`src/design/plr_pkg.sv`:
```
// Shared types, constants and helpers for the projected line rasterizer.
`default_nettype none
package plr_pkg;

  localparam int FB_WIDTH    = 320;
  localparam int FB_HEIGHT   = 200;
  localparam int QUEUE_DEPTH = 2;

  localparam int CFG_IDX_W  = 2;
  localparam int CFG_DATA_W = 9;

  localparam logic [CFG_IDX_W-1:0] CFG_PROJ_SCALE = 2'd0;
  localparam logic [CFG_IDX_W-1:0] CFG_CENTER_X   = 2'd1;
  localparam logic [CFG_IDX_W-1:0] CFG_CENTER_Y   = 2'd2;

  localparam logic [7:0] PROJ_SCALE_RST = 8'd70;
  localparam logic [8:0] CENTER_X_RST   = 9'd160;
  localparam logic [7:0] CENTER_Y_RST   = 8'd100;

  localparam logic [1:0] STATUS_PIXEL   = 2'd0;
  localparam logic [1:0] STATUS_BEHIND  = 2'd1;
  localparam logic [1:0] STATUS_OFFSCR  = 2'd2;
  localparam logic [1:0] STATUS_NO_SEG  = 2'd3;

  localparam logic [1:0] STEP_NONE  = 2'd0;
  localparam logic [1:0] STEP_PLUS  = 2'd1;
  localparam logic [1:0] STEP_MINUS = 2'd3;

  localparam logic REQ_START = 1'b0;
  localparam logic REQ_NEXT  = 1'b1;

  typedef struct packed {
    logic              req_type;
    logic signed [23:0] start_x;
    logic signed [23:0] start_y;
    logic signed [23:0] start_depth;
    logic signed [23:0] end_x;
    logic signed [23:0] end_y;
    logic signed [23:0] end_depth;
    logic [7:0]        color;
  } plr_in_t;

  typedef struct packed {
    logic [8:0]  pixel_x;
    logic [7:0]  pixel_y;
    logic [15:0] pixel_address;
    logic [7:0]  pixel_color;
    logic [1:0]  status;
    logic        last;
  } plr_out_t;

  // Handshake toward the serial divider.
  typedef struct packed {
    logic              start;
    logic signed [31:0] dividend;
    logic [23:0]       divisor;
  } plr_div_req_t;

  function automatic plr_out_t make_result(input logic [8:0] x, input logic [7:0] y,
                                           input logic [7:0] col, input logic [1:0] st,
                                           input logic lst);
    plr_out_t r;
    logic [25:0] addr;
    addr = 26'(y) * 26'(FB_WIDTH) + 26'(x);
    r.pixel_x       = x;
    r.pixel_y       = y;
    r.pixel_address = addr[15:0];
    r.pixel_color   = col;
    r.status        = st;
    r.last          = lst;
    return r;
  endfunction

  function automatic logic [8:0] apply_step9(input logic [8:0] v, input logic [1:0] code);
    logic [8:0] r;
    r = v;
    if (code == STEP_PLUS) r = v + 9'd1;
    else if (code == STEP_MINUS) r = v - 9'd1;
    return r;
  endfunction

  function automatic logic [7:0] apply_step8(input logic [7:0] v, input logic [1:0] code);
    logic [7:0] r;
    r = v;
    if (code == STEP_PLUS) r = v + 8'd1;
    else if (code == STEP_MINUS) r = v - 8'd1;
    return r;
  endfunction

endpackage
`default_nettype wire

```
`src/design/plr_fifo.sv`:
```
// Small register queue between the request front and the drawing back end.
`default_nettype none
module plr_fifo #(
  parameter int WIDTH = 8,
  parameter int DEPTH = 2
) (
  input  wire logic             clk,
  input  wire logic             rst,
  input  wire logic             wr_valid,
  output logic                  wr_ready,
  input  wire logic [WIDTH-1:0] wr_data,
  output logic                  rd_valid,
  input  wire logic             rd_pop,
  output logic [WIDTH-1:0]      rd_data
);
  localparam int PW = (DEPTH > 1) ? $clog2(DEPTH) : 1;
  localparam int CW = $clog2(DEPTH + 1);

  logic [WIDTH-1:0] mem [DEPTH];
  logic [PW-1:0]    wr_ptr;
  logic [PW-1:0]    rd_ptr;
  logic [CW-1:0]    count;
  logic             do_wr;
  logic             do_rd;

  assign wr_ready = (count != CW'(DEPTH));
  assign rd_valid = (count != '0);
  assign rd_data  = mem[rd_ptr];
  assign do_wr    = wr_valid && wr_ready;
  assign do_rd    = rd_pop && rd_valid;

  always_ff @(posedge clk) begin
    if (do_wr) begin
      mem[wr_ptr] <= wr_data;
    end
    if (rst) begin
      wr_ptr <= '0;
      rd_ptr <= '0;
      count  <= '0;
    end else begin
      if (do_wr) begin
        wr_ptr <= (wr_ptr == PW'(DEPTH - 1)) ? '0 : wr_ptr + PW'(1);
      end
      if (do_rd) begin
        rd_ptr <= (rd_ptr == PW'(DEPTH - 1)) ? '0 : rd_ptr + PW'(1);
      end
      if (do_wr && !do_rd) count <= count + CW'(1);
      else if (!do_wr && do_rd) count <= count - CW'(1);
    end
  end
endmodule
`default_nettype wire

```
`src/design/plr_div.sv`:
```
// Bit-serial signed divider by a positive depth, quotient truncated toward zero.
`default_nettype none
module plr_div (
  input  wire logic                  clk,
  input  wire logic                  rst,
  input  wire plr_pkg::plr_div_req_t req,
  output logic                       done,
  output logic signed [31:0]         quotient
);
  import plr_pkg::*;

  logic        run;
  logic [4:0]  cnt;
  logic [30:0] q;
  logic [23:0] rem;
  logic [23:0] div;
  logic        neg;
  logic [31:0] mag;
  logic [24:0] trial;
  logic [24:0] diff;
  logic        ge;

  assign mag   = req.dividend[31] ? 32'(-req.dividend) : 32'(req.dividend);
  assign trial = {rem, q[30]};
  assign diff  = trial - {1'b0, div};
  assign ge    = (trial >= {1'b0, div});
  assign quotient = neg ? -$signed({1'b0, q}) : $signed({1'b0, q});

  always_ff @(posedge clk) begin
    if (rst) begin
      run  <= 1'b0;
      done <= 1'b0;
      cnt  <= '0;
    end else begin
      done <= 1'b0;
      if (req.start) begin
        run <= 1'b1;
        cnt <= '0;
      end else if (run) begin
        cnt <= cnt + 5'd1;
        if (cnt == 5'd30) begin
          run  <= 1'b0;
          done <= 1'b1;
        end
      end
    end
    if (req.start) begin
      q   <= mag[30:0];
      rem <= '0;
      div <= req.divisor;
      neg <= req.dividend[31];
    end else if (run) begin
      rem <= ge ? diff[23:0] : trial[23:0];
      q   <= {q[29:0], ge};
    end
  end
endmodule
`default_nettype wire

```
`src/design/plr_engine.sv`:
```
// Back end: projects segment endpoints, checks them and walks pixels.
`default_nettype none
module plr_engine (
  input  wire logic              clk,
  input  wire logic              rst,
  input  wire logic              head_valid,
  input  wire plr_pkg::plr_in_t  head,
  output logic                   pop,
  input  wire logic [7:0]        proj_scale,
  input  wire logic [8:0]        center_x,
  input  wire logic [7:0]        center_y,
  output logic                   res_valid,
  input  wire logic              res_ready,
  output plr_pkg::plr_out_t      res
);
  import plr_pkg::*;

  typedef enum logic [2:0] {S_IDLE, S_MUL, S_START, S_WAIT, S_SETUP} state_t;

  state_t           state;
  plr_in_t          item;
  logic [1:0]       idx;
  logic signed [31:0] prod;
  logic [8:0]       px0, px1;
  logic [7:0]       py0, py1;
  logic             offscr;

  logic             busy;
  logic [8:0]       cur_x;
  logic [7:0]       cur_y;
  logic [8:0]       error_acc;
  logic [1:0]       step_x, step_y;
  logic [8:0]       abs_dx, abs_dy;
  logic             x_major;
  logic [8:0]       remaining;
  logic [7:0]       line_color;

  logic             out_free;
  logic             res_load;
  logic signed [23:0] coord_sel;
  logic signed [23:0] depth_sel;
  logic [8:0]       center_sel;
  logic signed [32:0] mul;
  plr_div_req_t     dreq;
  logic             ddone;
  logic signed [31:0] dq;
  logic signed [33:0] sum;
  logic             sum_ok;

  logic [8:0]       major, minor;
  logic [9:0]       acc;
  logic             acc_ge;
  logic [8:0]       err_step;
  logic [8:0]       nx;
  logic [7:0]       ny;
  logic [8:0]       rem_dec;

  logic signed [9:0] dx;
  logic signed [8:0] dy;
  logic [8:0]       adx, ady;
  logic             xm;
  logic [8:0]       maj0;

  assign out_free = !res_valid || res_ready;

  // A result beat is loaded on a next-pixel beat, a rejected start or a finished setup.
  assign res_load = ((state == S_IDLE) && head_valid && out_free &&
                     (head.req_type == REQ_NEXT || head.start_depth <= 0 ||
                      head.end_depth <= 0)) ||
                    ((state == S_SETUP) && out_free);

  always_comb begin
    unique case (idx)
      2'd0: begin coord_sel = item.start_x; depth_sel = item.start_depth;
                  center_sel = center_x; end
      2'd1: begin coord_sel = item.start_y; depth_sel = item.start_depth;
                  center_sel = 9'(center_y); end
      2'd2: begin coord_sel = item.end_x; depth_sel = item.end_depth;
                  center_sel = center_x; end
      default: begin coord_sel = item.end_y; depth_sel = item.end_depth;
                     center_sel = 9'(center_y); end
    endcase
  end

  assign mul           = $signed({1'b0, proj_scale}) * coord_sel;
  assign dreq.start    = (state == S_START);
  assign dreq.dividend = prod;
  assign dreq.divisor  = depth_sel[23:0];

  plr_div u_div (
    .clk      (clk),
    .rst      (rst),
    .req      (dreq),
    .done     (ddone),
    .quotient (dq)
  );

  assign sum    = 34'(dq) + $signed({25'b0, center_sel});
  assign sum_ok = !sum[33] && (idx[0] ? (sum < 34'(FB_HEIGHT))
                                      : (sum < 34'(FB_WIDTH)));

  // Next-pixel step of the active segment.
  always_comb begin
    major  = x_major ? abs_dx : abs_dy;
    minor  = x_major ? abs_dy : abs_dx;
    acc    = {1'b0, error_acc} + {1'b0, minor};
    acc_ge = (acc >= {1'b0, major});
    err_step = acc_ge ? 9'(acc - {1'b0, major}) : acc[8:0];
    nx = cur_x;
    ny = cur_y;
    if (acc_ge) begin
      if (x_major) ny = apply_step8(cur_y, step_y);
      else nx = apply_step9(cur_x, step_x);
    end
    if (x_major) nx = apply_step9(nx, step_x);
    else ny = apply_step8(ny, step_y);
    rem_dec = remaining - 9'd1;
  end

  // Segment setup from the projected endpoints.
  always_comb begin
    dx   = $signed({1'b0, px1}) - $signed({1'b0, px0});
    dy   = $signed({1'b0, py1}) - $signed({1'b0, py0});
    adx  = dx[9] ? 9'(-dx) : 9'(dx);
    ady  = dy[8] ? 9'(-dy) : 9'(dy);
    xm   = (adx > ady);
    maj0 = xm ? adx : ady;
  end

  always_ff @(posedge clk) begin
    if (rst) begin
      state      <= S_IDLE;
      res_valid  <= 1'b0;
      busy       <= 1'b0;
      cur_x      <= '0;
      cur_y      <= '0;
      error_acc  <= '0;
      step_x     <= STEP_NONE;
      step_y     <= STEP_NONE;
      abs_dx     <= '0;
      abs_dy     <= '0;
      x_major    <= 1'b0;
      remaining  <= '0;
      line_color <= '0;
      idx        <= '0;
      offscr     <= 1'b0;
    end else begin
      if (res_load) res_valid <= 1'b1;
      else if (res_ready) res_valid <= 1'b0;
      unique case (state)
        S_IDLE: begin
          if (head_valid && out_free) begin
            if (head.req_type == REQ_NEXT) begin
              if (!busy) begin
                res <= make_result('0, '0, '0, STATUS_NO_SEG, 1'b1);
              end else begin
                error_acc <= err_step;
                cur_x     <= nx;
                cur_y     <= ny;
                remaining <= rem_dec;
                busy      <= (rem_dec != '0);
                res <= make_result(nx, ny, line_color, STATUS_PIXEL, rem_dec == '0);
              end
            end else begin
              busy      <= 1'b0;
              remaining <= '0;
              if (head.start_depth <= 0 || head.end_depth <= 0) begin
                res <= make_result('0, '0, '0, STATUS_BEHIND, 1'b1);
              end else begin
                item   <= head;
                idx    <= '0;
                offscr <= 1'b0;
                state  <= S_MUL;
              end
            end
          end
        end
        S_MUL: begin
          prod  <= mul[31:0];
          state <= S_START;
        end
        S_START: state <= S_WAIT;
        S_WAIT: begin
          if (ddone) begin
            if (!sum_ok) offscr <= 1'b1;
            unique case (idx)
              2'd0: px0 <= sum[8:0];
              2'd1: py0 <= sum[7:0];
              2'd2: px1 <= sum[8:0];
              default: py1 <= sum[7:0];
            endcase
            idx   <= idx + 2'd1;
            state <= (idx == 2'd3) ? S_SETUP : S_MUL;
          end
        end
        default: begin
          if (out_free) begin
            state     <= S_IDLE;
            if (offscr) begin
              res <= make_result('0, '0, '0, STATUS_OFFSCR, 1'b1);
            end else begin
              abs_dx     <= adx;
              abs_dy     <= ady;
              step_x     <= (dx > 0) ? STEP_PLUS : ((dx < 0) ? STEP_MINUS : STEP_NONE);
              step_y     <= (dy > 0) ? STEP_PLUS : ((dy < 0) ? STEP_MINUS : STEP_NONE);
              x_major    <= xm;
              remaining  <= maj0;
              error_acc  <= maj0 >> 1;
              cur_x      <= px0;
              cur_y      <= py0;
              line_color <= item.color;
              busy       <= (maj0 != '0);
              res <= make_result(px0, py0, item.color, STATUS_PIXEL, maj0 == '0);
            end
          end
        end
      endcase
    end
  end

  assign pop = (state == S_IDLE) && head_valid && out_free;
endmodule
`default_nettype wire

```
`src/design/projected_line_rasterizer.sv`:
```
// Top level: request queue, projection and line-walking back end, config registers.
`default_nettype none
// Projected line rasterizer. A start beat projects both endpoints with a
// bit-serial divider (one quotient bit per cycle, four divisions in turn), so
// the first pixel of a segment comes out after the four divisions, or through
// the queue and then the result register when a depth is not positive. A
// next-pixel beat passes through the queue, then the result register, and such
// beats can follow one per cycle while the receiver takes each result.
// A two-entry queue takes requests while the back end works, and the result
// register holds a beat until it is taken. Config registers: 0 projection
// scale, 1 center_x, 2 center_y; writes to other indexes are ignored.
module projected_line_rasterizer #(
  parameter int QUEUE_DEPTH = plr_pkg::QUEUE_DEPTH
) (
  input  wire logic                             clk,
  input  wire logic                             rst,
  input  wire logic                             req_valid,
  output logic                                  req_ready,
  input  wire plr_pkg::plr_in_t                 req,
  output logic                                  res_valid,
  input  wire logic                             res_ready,
  output plr_pkg::plr_out_t                     res,
  input  wire logic                             cfg_valid,
  output logic                                  cfg_ready,
  input  wire logic [plr_pkg::CFG_IDX_W-1:0]    cfg_index,
  input  wire logic [plr_pkg::CFG_DATA_W-1:0]   cfg_data
);
  import plr_pkg::*;

  logic [7:0] proj_scale;
  logic [8:0] center_x;
  logic [7:0] center_y;
  logic       head_valid;
  logic       pop;
  plr_in_t    head;
  logic [$bits(plr_in_t)-1:0] head_bits;

  assign cfg_ready = 1'b1;
  assign head      = plr_in_t'(head_bits);

  always_ff @(posedge clk) begin
    if (rst) begin
      proj_scale <= PROJ_SCALE_RST;
      center_x   <= CENTER_X_RST;
      center_y   <= CENTER_Y_RST;
    end else if (cfg_valid) begin
      unique case (cfg_index)
        CFG_PROJ_SCALE: proj_scale <= cfg_data[7:0];
        CFG_CENTER_X:   center_x   <= cfg_data;
        CFG_CENTER_Y:   center_y   <= cfg_data[7:0];
        default: ;
      endcase
    end
  end

  plr_fifo #(
    .WIDTH ($bits(plr_in_t)),
    .DEPTH (QUEUE_DEPTH)
  ) u_queue (
    .clk      (clk),
    .rst      (rst),
    .wr_valid (req_valid),
    .wr_ready (req_ready),
    .wr_data  (req),
    .rd_valid (head_valid),
    .rd_pop   (pop),
    .rd_data  (head_bits)
  );

  plr_engine u_engine (
    .clk         (clk),
    .rst         (rst),
    .head_valid  (head_valid),
    .head        (head),
    .pop         (pop),
    .proj_scale  (proj_scale),
    .center_x    (center_x),
    .center_y    (center_y),
    .res_valid   (res_valid),
    .res_ready   (res_ready),
    .res         (res)
  );
endmodule
`default_nettype wire

```
`config.mk`:
```
export PLATFORM = sky130hd
export DESIGN_NAME = projected_line_rasterizer
export DESIGN_NICKNAME = d
export VERILOG_FILES = /design/src/design/plr_pkg.sv /design/src/design/plr_fifo.sv /design/src/design/plr_div.sv /design/src/design/plr_engine.sv /design/src/design/projected_line_rasterizer.sv
export SDC_FILE = /design/constraint.sdc
export NUM_CORES = 2
export LEC_CHECK = 0
export ABC_AREA = 1
export BUFFER_PORTS_ARGS = -buffer_cell sky130_fd_sc_hd__buf_2
export CORE_UTILIZATION = 45
export CTS_CLUSTER_SIZE = 14
export DETAILED_ROUTE_END_ITERATION = 10
export PLACE_DENSITY = 0.69
export SLEW_MARGIN = 20
export SYNTH_ARGS = -nofsm -noshare
export SYNTH_HDL_FRONTEND = slang
export SYNTH_SLANG_ARGS = --single-unit
```
`constraint.sdc`:
```
create_clock -name clk -period 8.2 [get_ports clk]
set_input_delay 0.82 -clock clk [delete_from_list [all_inputs] [get_ports clk]]
set_output_delay 0.82 -clock clk [all_outputs]
set_load 0.02 [all_outputs]
```
# [Yosys cells after proc, flatten, opt, wreduce, memory -nomap -nowiden]
# Memory sizes are Yosys's and may differ from the RTL's. A register that Yosys moved wholly into a read port is not among the register bits.
# Index checks and enable logic that the tools add are counted.
[totals] ff_bits=452 ramBits=306 input_bits=169 word_cells=280 n_memories=1
[memory_table] name="u_queue.mem" depth=2 width=153 read_ports=1 rd_clocked_by_memory_dff=1 wr=1 line="plr_fifo.sv:19" rtl="logic [WIDTH-1:0] mem [DEPTH];"
[classes] add_sub_neg=27 n_mul=3 order_cmp=11 n_eq_ne=25 n_mux=102 bitwise=8 reduce_logical=57
[op_table] cell="44-bit two-way mux" count=6
[op_table] cell="9-bit two-way mux" count=29
[op_table] cell="8-bit two-way mux" count=12
[op_table] cell="31-bit two-way mux" count=3
[op_table] cell="44-bit case mux with 2 select lines" count=1
[op_table] cell="24-bit case mux with 3 select lines" count=1
[op_table] cell="9-bit case mux with 2 select lines" count=3
[op_table] cell="24-bit by 1-bit less-or-equal comparator with 1-bit output, second input constant" count=2
[op_table] cell="24-bit two-way mux" count=2
[op_table] cell="34-bit by 10-bit less-than comparator with 1-bit output, second input constant" count=1
[op_table] cell="34-bit by 9-bit less-than comparator with 1-bit output, second input constant" count=1
[op_table] cell="32-bit by 10-bit adder with 33-bit output" count=1
[op_table] cell="16-bit by 9-bit adder with 16-bit output" count=2
[op_table] cell="9-bit by 24-bit multiplier with 32-bit output" count=1
[op_table] cell="32-bit two-way mux" count=1
[op_table] cell="31-bit negation with 32-bit output" count=1
[op_table] cell="31-bit negation" count=1
[op_table] cell="9-bit by 1-bit subtractor with 9-bit output, second input constant" count=3
[op_table] cell="25-bit by 24-bit >= comparator with 1-bit output" count=1
[op_table] cell="5-bit AND reduction" count=5
[op_table] cell="24-bit subtractor" count=1
[op_table] cell="1-bit two-way mux" count=23
[op_table] cell="8-bit by 3-bit multiplier with 10-bit output, second input constant" count=2
[op_table] cell="2-bit two-way mux" count=10
[op_table] cell="other kinds (49)" count=120

# [Depth between registers and ports, before layout]
[logic_depth] depth_word=15 mapped_depth=51

# [By module]
# A second synthesis with hierarchy kept.
[unflattened] hier_cells=4695 area_unflattened_um2=44964.4
[modules_own_cells] module="plr_engine" n_inst=1 cells_per_inst=2983 area_per_inst_um2=25390.6
[modules_own_cells] module="plr_fifo" n_inst=1 cells_per_inst=513 area_per_inst_um2=11554.8
[modules_own_cells] module="plr_div" n_inst=1 cells_per_inst=1049 area_per_inst_um2=6951.7
[modules_own_cells] module="projected_line_rasterizer" n_inst=1 cells_per_inst=150 area_per_inst_um2=1067.3

# [Worst setup path before layout]
# Ideal clock, no wire load.
[synth_timing] path_kind="flip-flop to flip-flop" from="reg (tool-made name)" to="reg u_engine.item[0] (netlist name) (enable)" setup_ns=0.665 arrival_time_ns=7.730 slack_ns=-0.195 path_stages_with_launch=12 path_buffers=2 period_less_slack_ns=8.395 cell_sequence="dfxtp_1 -> buf_2 -> inv_2 -> clkbuf_1 -> nand2_1 -> nand2_1 -> nor3_1 -> nand4_1 -> o221ai_1 -> nor2_1 -> nand2_1 -> nor2_1"
[synth_lines] element="to (signal assigned)" line="plr_engine.sv:170" rtl="item <= head;"
[synth_lines] element="to (decl)" line="plr_engine.sv:21" rtl="plr_in_t item;"

# [Final worst setup path]
[layout_timing] from="reg u_engine.idx[0]" to="reg u_engine.prod[24], data pin"
[layout_between] elab_chain_cells=3 elab_cells_between_ends=5 classes_between="1 x mul; 2 x eq/ne; 1 x mux; 1 x reduce/logical"
[layout_rtl] element="from (decl)" line="plr_engine.sv:22" rtl="logic [1:0] idx;"
[layout_rtl] element="from (signal assigned)" line="plr_engine.sv:192" rtl="idx <= idx + 2'd1;"
[layout_rtl] element="2-bit equality test (tied with other cells)" line="plr_engine.sv:73" rtl="unique case (idx)"
[layout_rtl] element="24-bit case mux with 3 select lines (*)" line="plr_engine.sv:73"
[layout_rtl] element="9-bit by 24-bit multiplier with 32-bit output (*)" line="plr_engine.sv:85" rtl="assign mul = $signed({1'b0, proj_scale}) * coord_sel;"
[layout_rtl] element="named net u_engine.mul[24]" line="plr_engine.sv:43" rtl="logic signed [32:0] mul;"
[layout_rtl] element="to (signal assigned)" line="plr_engine.sv:179" rtl="prod <= mul[31:0];"
[layout_rtl] element="to (decl)" line="plr_engine.sv:23" rtl="logic signed [31:0] prod;"
# Mark *: on every way through the listed nets, which the timed path passes. The rest lies on a longest branch.
# A chain may end at the register's enable or synchronous reset.

==> implementation parameters <==
Parameter                              Value

Global routing
  Via count of the first global-routing pass ... 31400
  Number of antenna violations at the first check in global routing ... 14
  Global router's overall resource usage ... 21.9%
  Global-route wire length before repair ... 169000 um
  Pin count of the biggest net entering global routing ... 132
  Total gr overflow ... 0

Timing
  Final hold violations ... 0
  Maximum clock frequency ... 147 MHz
  Final count of negative-setup-slack endpoints ... 0
  Unrepaired setup endpoints after global routing ... false
  Final setup TNS ... 0 ps
  Max-Slew Margin vs Limit ... 29.5%
  Fin crit period ... 6800 ps
  Final critical-path share of the clock period ... 83.0%
  Layout Skew ... 65.2 ps
  Slew @ Worst Pin ... 1060 ps
  WHS ... 348 ps
  Slew Viols, Final ... 0

Route
  Final routed wirelength across all metal layers ... 107000 um
  Number of antenna-violating nets in the routed design ... 0
  Remaining routing DRC violations ... 0
  Mean number of vias per cell ... 5.19
  Routed vias ... 32300
  First-pass iteration count of the detailed router ... 6
  Mean routed wirelength per cell ... 17.2 um
  First-iteration detailed-routing DRC count ... 2381

Clock tree
  TritonCTS sink count ... 753
  Cells resized by post-CTS repair ... 0
  TritonCTS clock tree ... yes
  Buffers inserted during post-CTS setup optimization ... 0
  Number of hold buffers added after CTS ... 0
  Clock transition at path regs ... 60 ps
  Inserted Clock Buffers ... 79
  Number of buffers on the longest clock path ... 3
  Clk_lat worst skew ... 660 ps
  Cell at the root of the clock tree ... clkbuf_16
  CTS H-tree lvls ... 3

Floorplanning
  Core Region ... 95400 um2
  I/O pin count ... 216
  Row count ... 113
  Initial standard-cell utilization of the core ... 45.6%
  Die Area ... 97900 um2
  Die Y ... 313 um
  Die X ... 313 um

Synthesis
  Most common flop cell mapped by yosys ... edfxtp_1
  Unique masters post-synth ... 69
  Yosys warning total ... 0
  Most repeated cell in the gate-level netlist after synthesis ... nand2_1
  Ranking of synthesized cells by instance count ... 1248 x nand2_1, 618 x edfxtp_1, 562 x inv_1, 429 x nor2_1, 233 x o21ai_0
  Leading area contributor after synthesis ... edfxtp_1
  Post-synthesis sequential area ratio ... 48.9%
  Avg Synthesized Cell Area ... 9.25 um2
  Proportion of register bits with asynchronous set or reset after synthesis ... 0%
  Number of flops mapped to enable cells by yosys ... 618
  Top post-synthesis cells by area ... edfxtp_1 43%, nand2_1 11%, fa_1 7.3%, dfxtp_1 6.2%, ha_1 5.5%
  Flop and latch count out of synthesis ... 753
  Post-synthesis instance area ... 43500 um2
  Cells after Synth ... 4706
  Share of Yosys cell area claimed by the top area cell type ... 42.7%
  Net count after synthesis ... 5225

Placed design
  Hpwl dp ... 79500 um
  Number of port buffers ... 214
  Placer Congestion ... 0.940

Layout
  Number of nets in the layout ... 5403
  Ratio of cells with drive above 1 in the final layout ... 10.5%
  Layout area overhead ... 11.7%

Critical path
  Maximum cell stage delay along the critical path ... 740 ps
  Kind of capture point of the worst setup path ... flip-flop
  Worst Path Class, Setup ... reg -> reg
  Worst Setup Start Kind ... flip-flop
  Cell at the slowest stage of the critical path ... inv_1
  Data required time of the critical path ... 8600 ps
  Max FO, Critical Path ... 29
  Cell repeated most along the worst path ... inv_1
  Data arrival time at the worst-slack endpoint ... 7200 ps

Job
  Max-cap check violation count ... 0

Pwr
  Worst-case vdd ir drop ... 0.441 mV
  Leakage power of the design ... 0.0213 uW
  Cell Pwr Density ... 362 nW/um2

Status
  Result of the run ... finished, final reports clean

Hold path
  Class of the most critical hold timing path ... in -> reg
==> kinds of logic after synthesis <==
group | synth area share (%)
compound gates | 8.15
fa+ha+maj | 12.8
flops | 48.9
xor+xnor | 3.60
mux | 0.699
buf+inv | 6.62
simple gates | 19.3
other cells | 0.00862
==> power breakdown <==
group / internal (uW) / switching [uW] / leakage [uW]
clock network: 2130 / 1560 / 0.00130
registers: 5180 / 444 / 0.00680
logic: 2700 / 5580 / 0.0132
==> worst paths after layout <==
kind                   startpoint                 end  slack (ps)  cells after the start
setup / recovery  u_engine.idx[0]   u_engine.prod[24]        1400                     25
hold / removal            req[15]  u_queue.mem[0][15]         350                      1
setup reg to reg  u_engine.idx[0]   u_engine.prod[24]        1400                     25
hold reg to reg       center_y[3]         center_y[3]         460                      2
==> registers in the layout (all words and copies together), names as in the netlist, 3 cells and up, named ones only <==
signal,flops
u_queue.mem,306
u_engine.item,152
u_engine.res,38
u_engine.prod,32
u_engine.u_div.q,31
u_engine.u_div.div,24
u_engine.u_div.rem,24
center_x,9
u_engine.abs_dx,9
u_engine.abs_dy,9
u_engine.cur_x,9
u_engine.error_acc,9
u_engine.px0,9
u_engine.px1,9
u_engine.remaining,9
center_y,8
proj_scale,8
u_engine.cur_y,8
u_engine.line_color,8
u_engine.py0,8
u_engine.py1,8
u_engine.u_div.cnt,5
u_engine.state,3
==> cells in the final DEF (no fill, tap or decap), types with 10 or more instances in the layout <==
cell type | netlist | layout
or2_2 | 19 | 19
clkbuf_1 | 116 | 15
a31oi_1 | 31 | 31
nand3b_1 | 17 | 17
fa_1 | 158 | 158
ha_1 | 192 | 192
nor2_1 | 429 | 423
nand4_1 | 40 | 40
nand2_1 | 1248 | 1248
buf_4 | 9 | 35
o211ai_1 | 21 | 21
nor4_1 | 18 | 18
xnor2_1 | 66 | 66
o22ai_1 | 23 | 23
a22o_1 | 10 | 10
xor2_1 | 113 | 113
dfxtp_1 | 135 | 134
mux2_2 | 27 | 27
clkbuf_16 | 0 | 79
o21ai_0 | 233 | 233
edfxtp_1 | 618 | 618
nor3_1 | 33 | 33
nor2_4 | 6 | 10
a221oi_1 | 27 | 27
buf_2 | 17 | 214
a21oi_1 | 199 | 199
nand2_2 | 18 | 18
inv_2 | 25 | 25
o21ai_1 | 21 | 21
nand3_1 | 155 | 155
clkinv_1 | 6 | 16
clkinv_2 | 0 | 11
nor2_2 | 22 | 24
inv_1 | 562 | 561
==> per-stage QoR <==
| step | instances | setup WS, ps | total power, uW | cell area [um2] | utilization [%] |
|---|---|---|---|---|---|
| final | 6217 | 1400 | 17600 | 48600 | 50.9 |
| after detailed placement | 6068 | 1400 | 13900 | 45900 | 48.1 |
| after global placement | 6068 | 1540 | 13800 | 45900 | 48.1 |
| after global routing | 6215 | 755 | 19000 | 48600 | 50.9 |
| after CTS | 6212 | 1390 | 17600 | 48600 | 50.9 |
| after floorplan | 4706 | 244 | 11900 | 43500 | - |
==> critical path, delay by kind of cell, from the launching register on <==
family,cells,cell delay (ps)
AOI/OAI and AO/OA,8,1670
xor gates and xnor gates,1,140
adders and majority gates,6,2420
buffers and inverters,5,1400
DFF,1,360
and+or+nand+nor,5,530
==> metal layers <==
metal / share of wire, % / GRT usage (%) / up-vias
met5: 0.045 / 0 / -
met4: 2.7 / 6.60 / 8
met3: 5.7 / 3.10 / 185
met2: 48 / 37.7 / 891
met1: 43 / 28.6 / 15300
li1: - / - / 15900
==> cell type report <==
type,instances,area [um2]
fillers,8636,46900
clock buffers,99,2100
diodes,5,12.5
repair buffers,251,1370
inverters,593,2230
clock inverters,45,594
flip-flops and latches,753,21300
well taps,1265,1580
multi-input cells,3206,19400
Power figures use the tool's default switching activity.
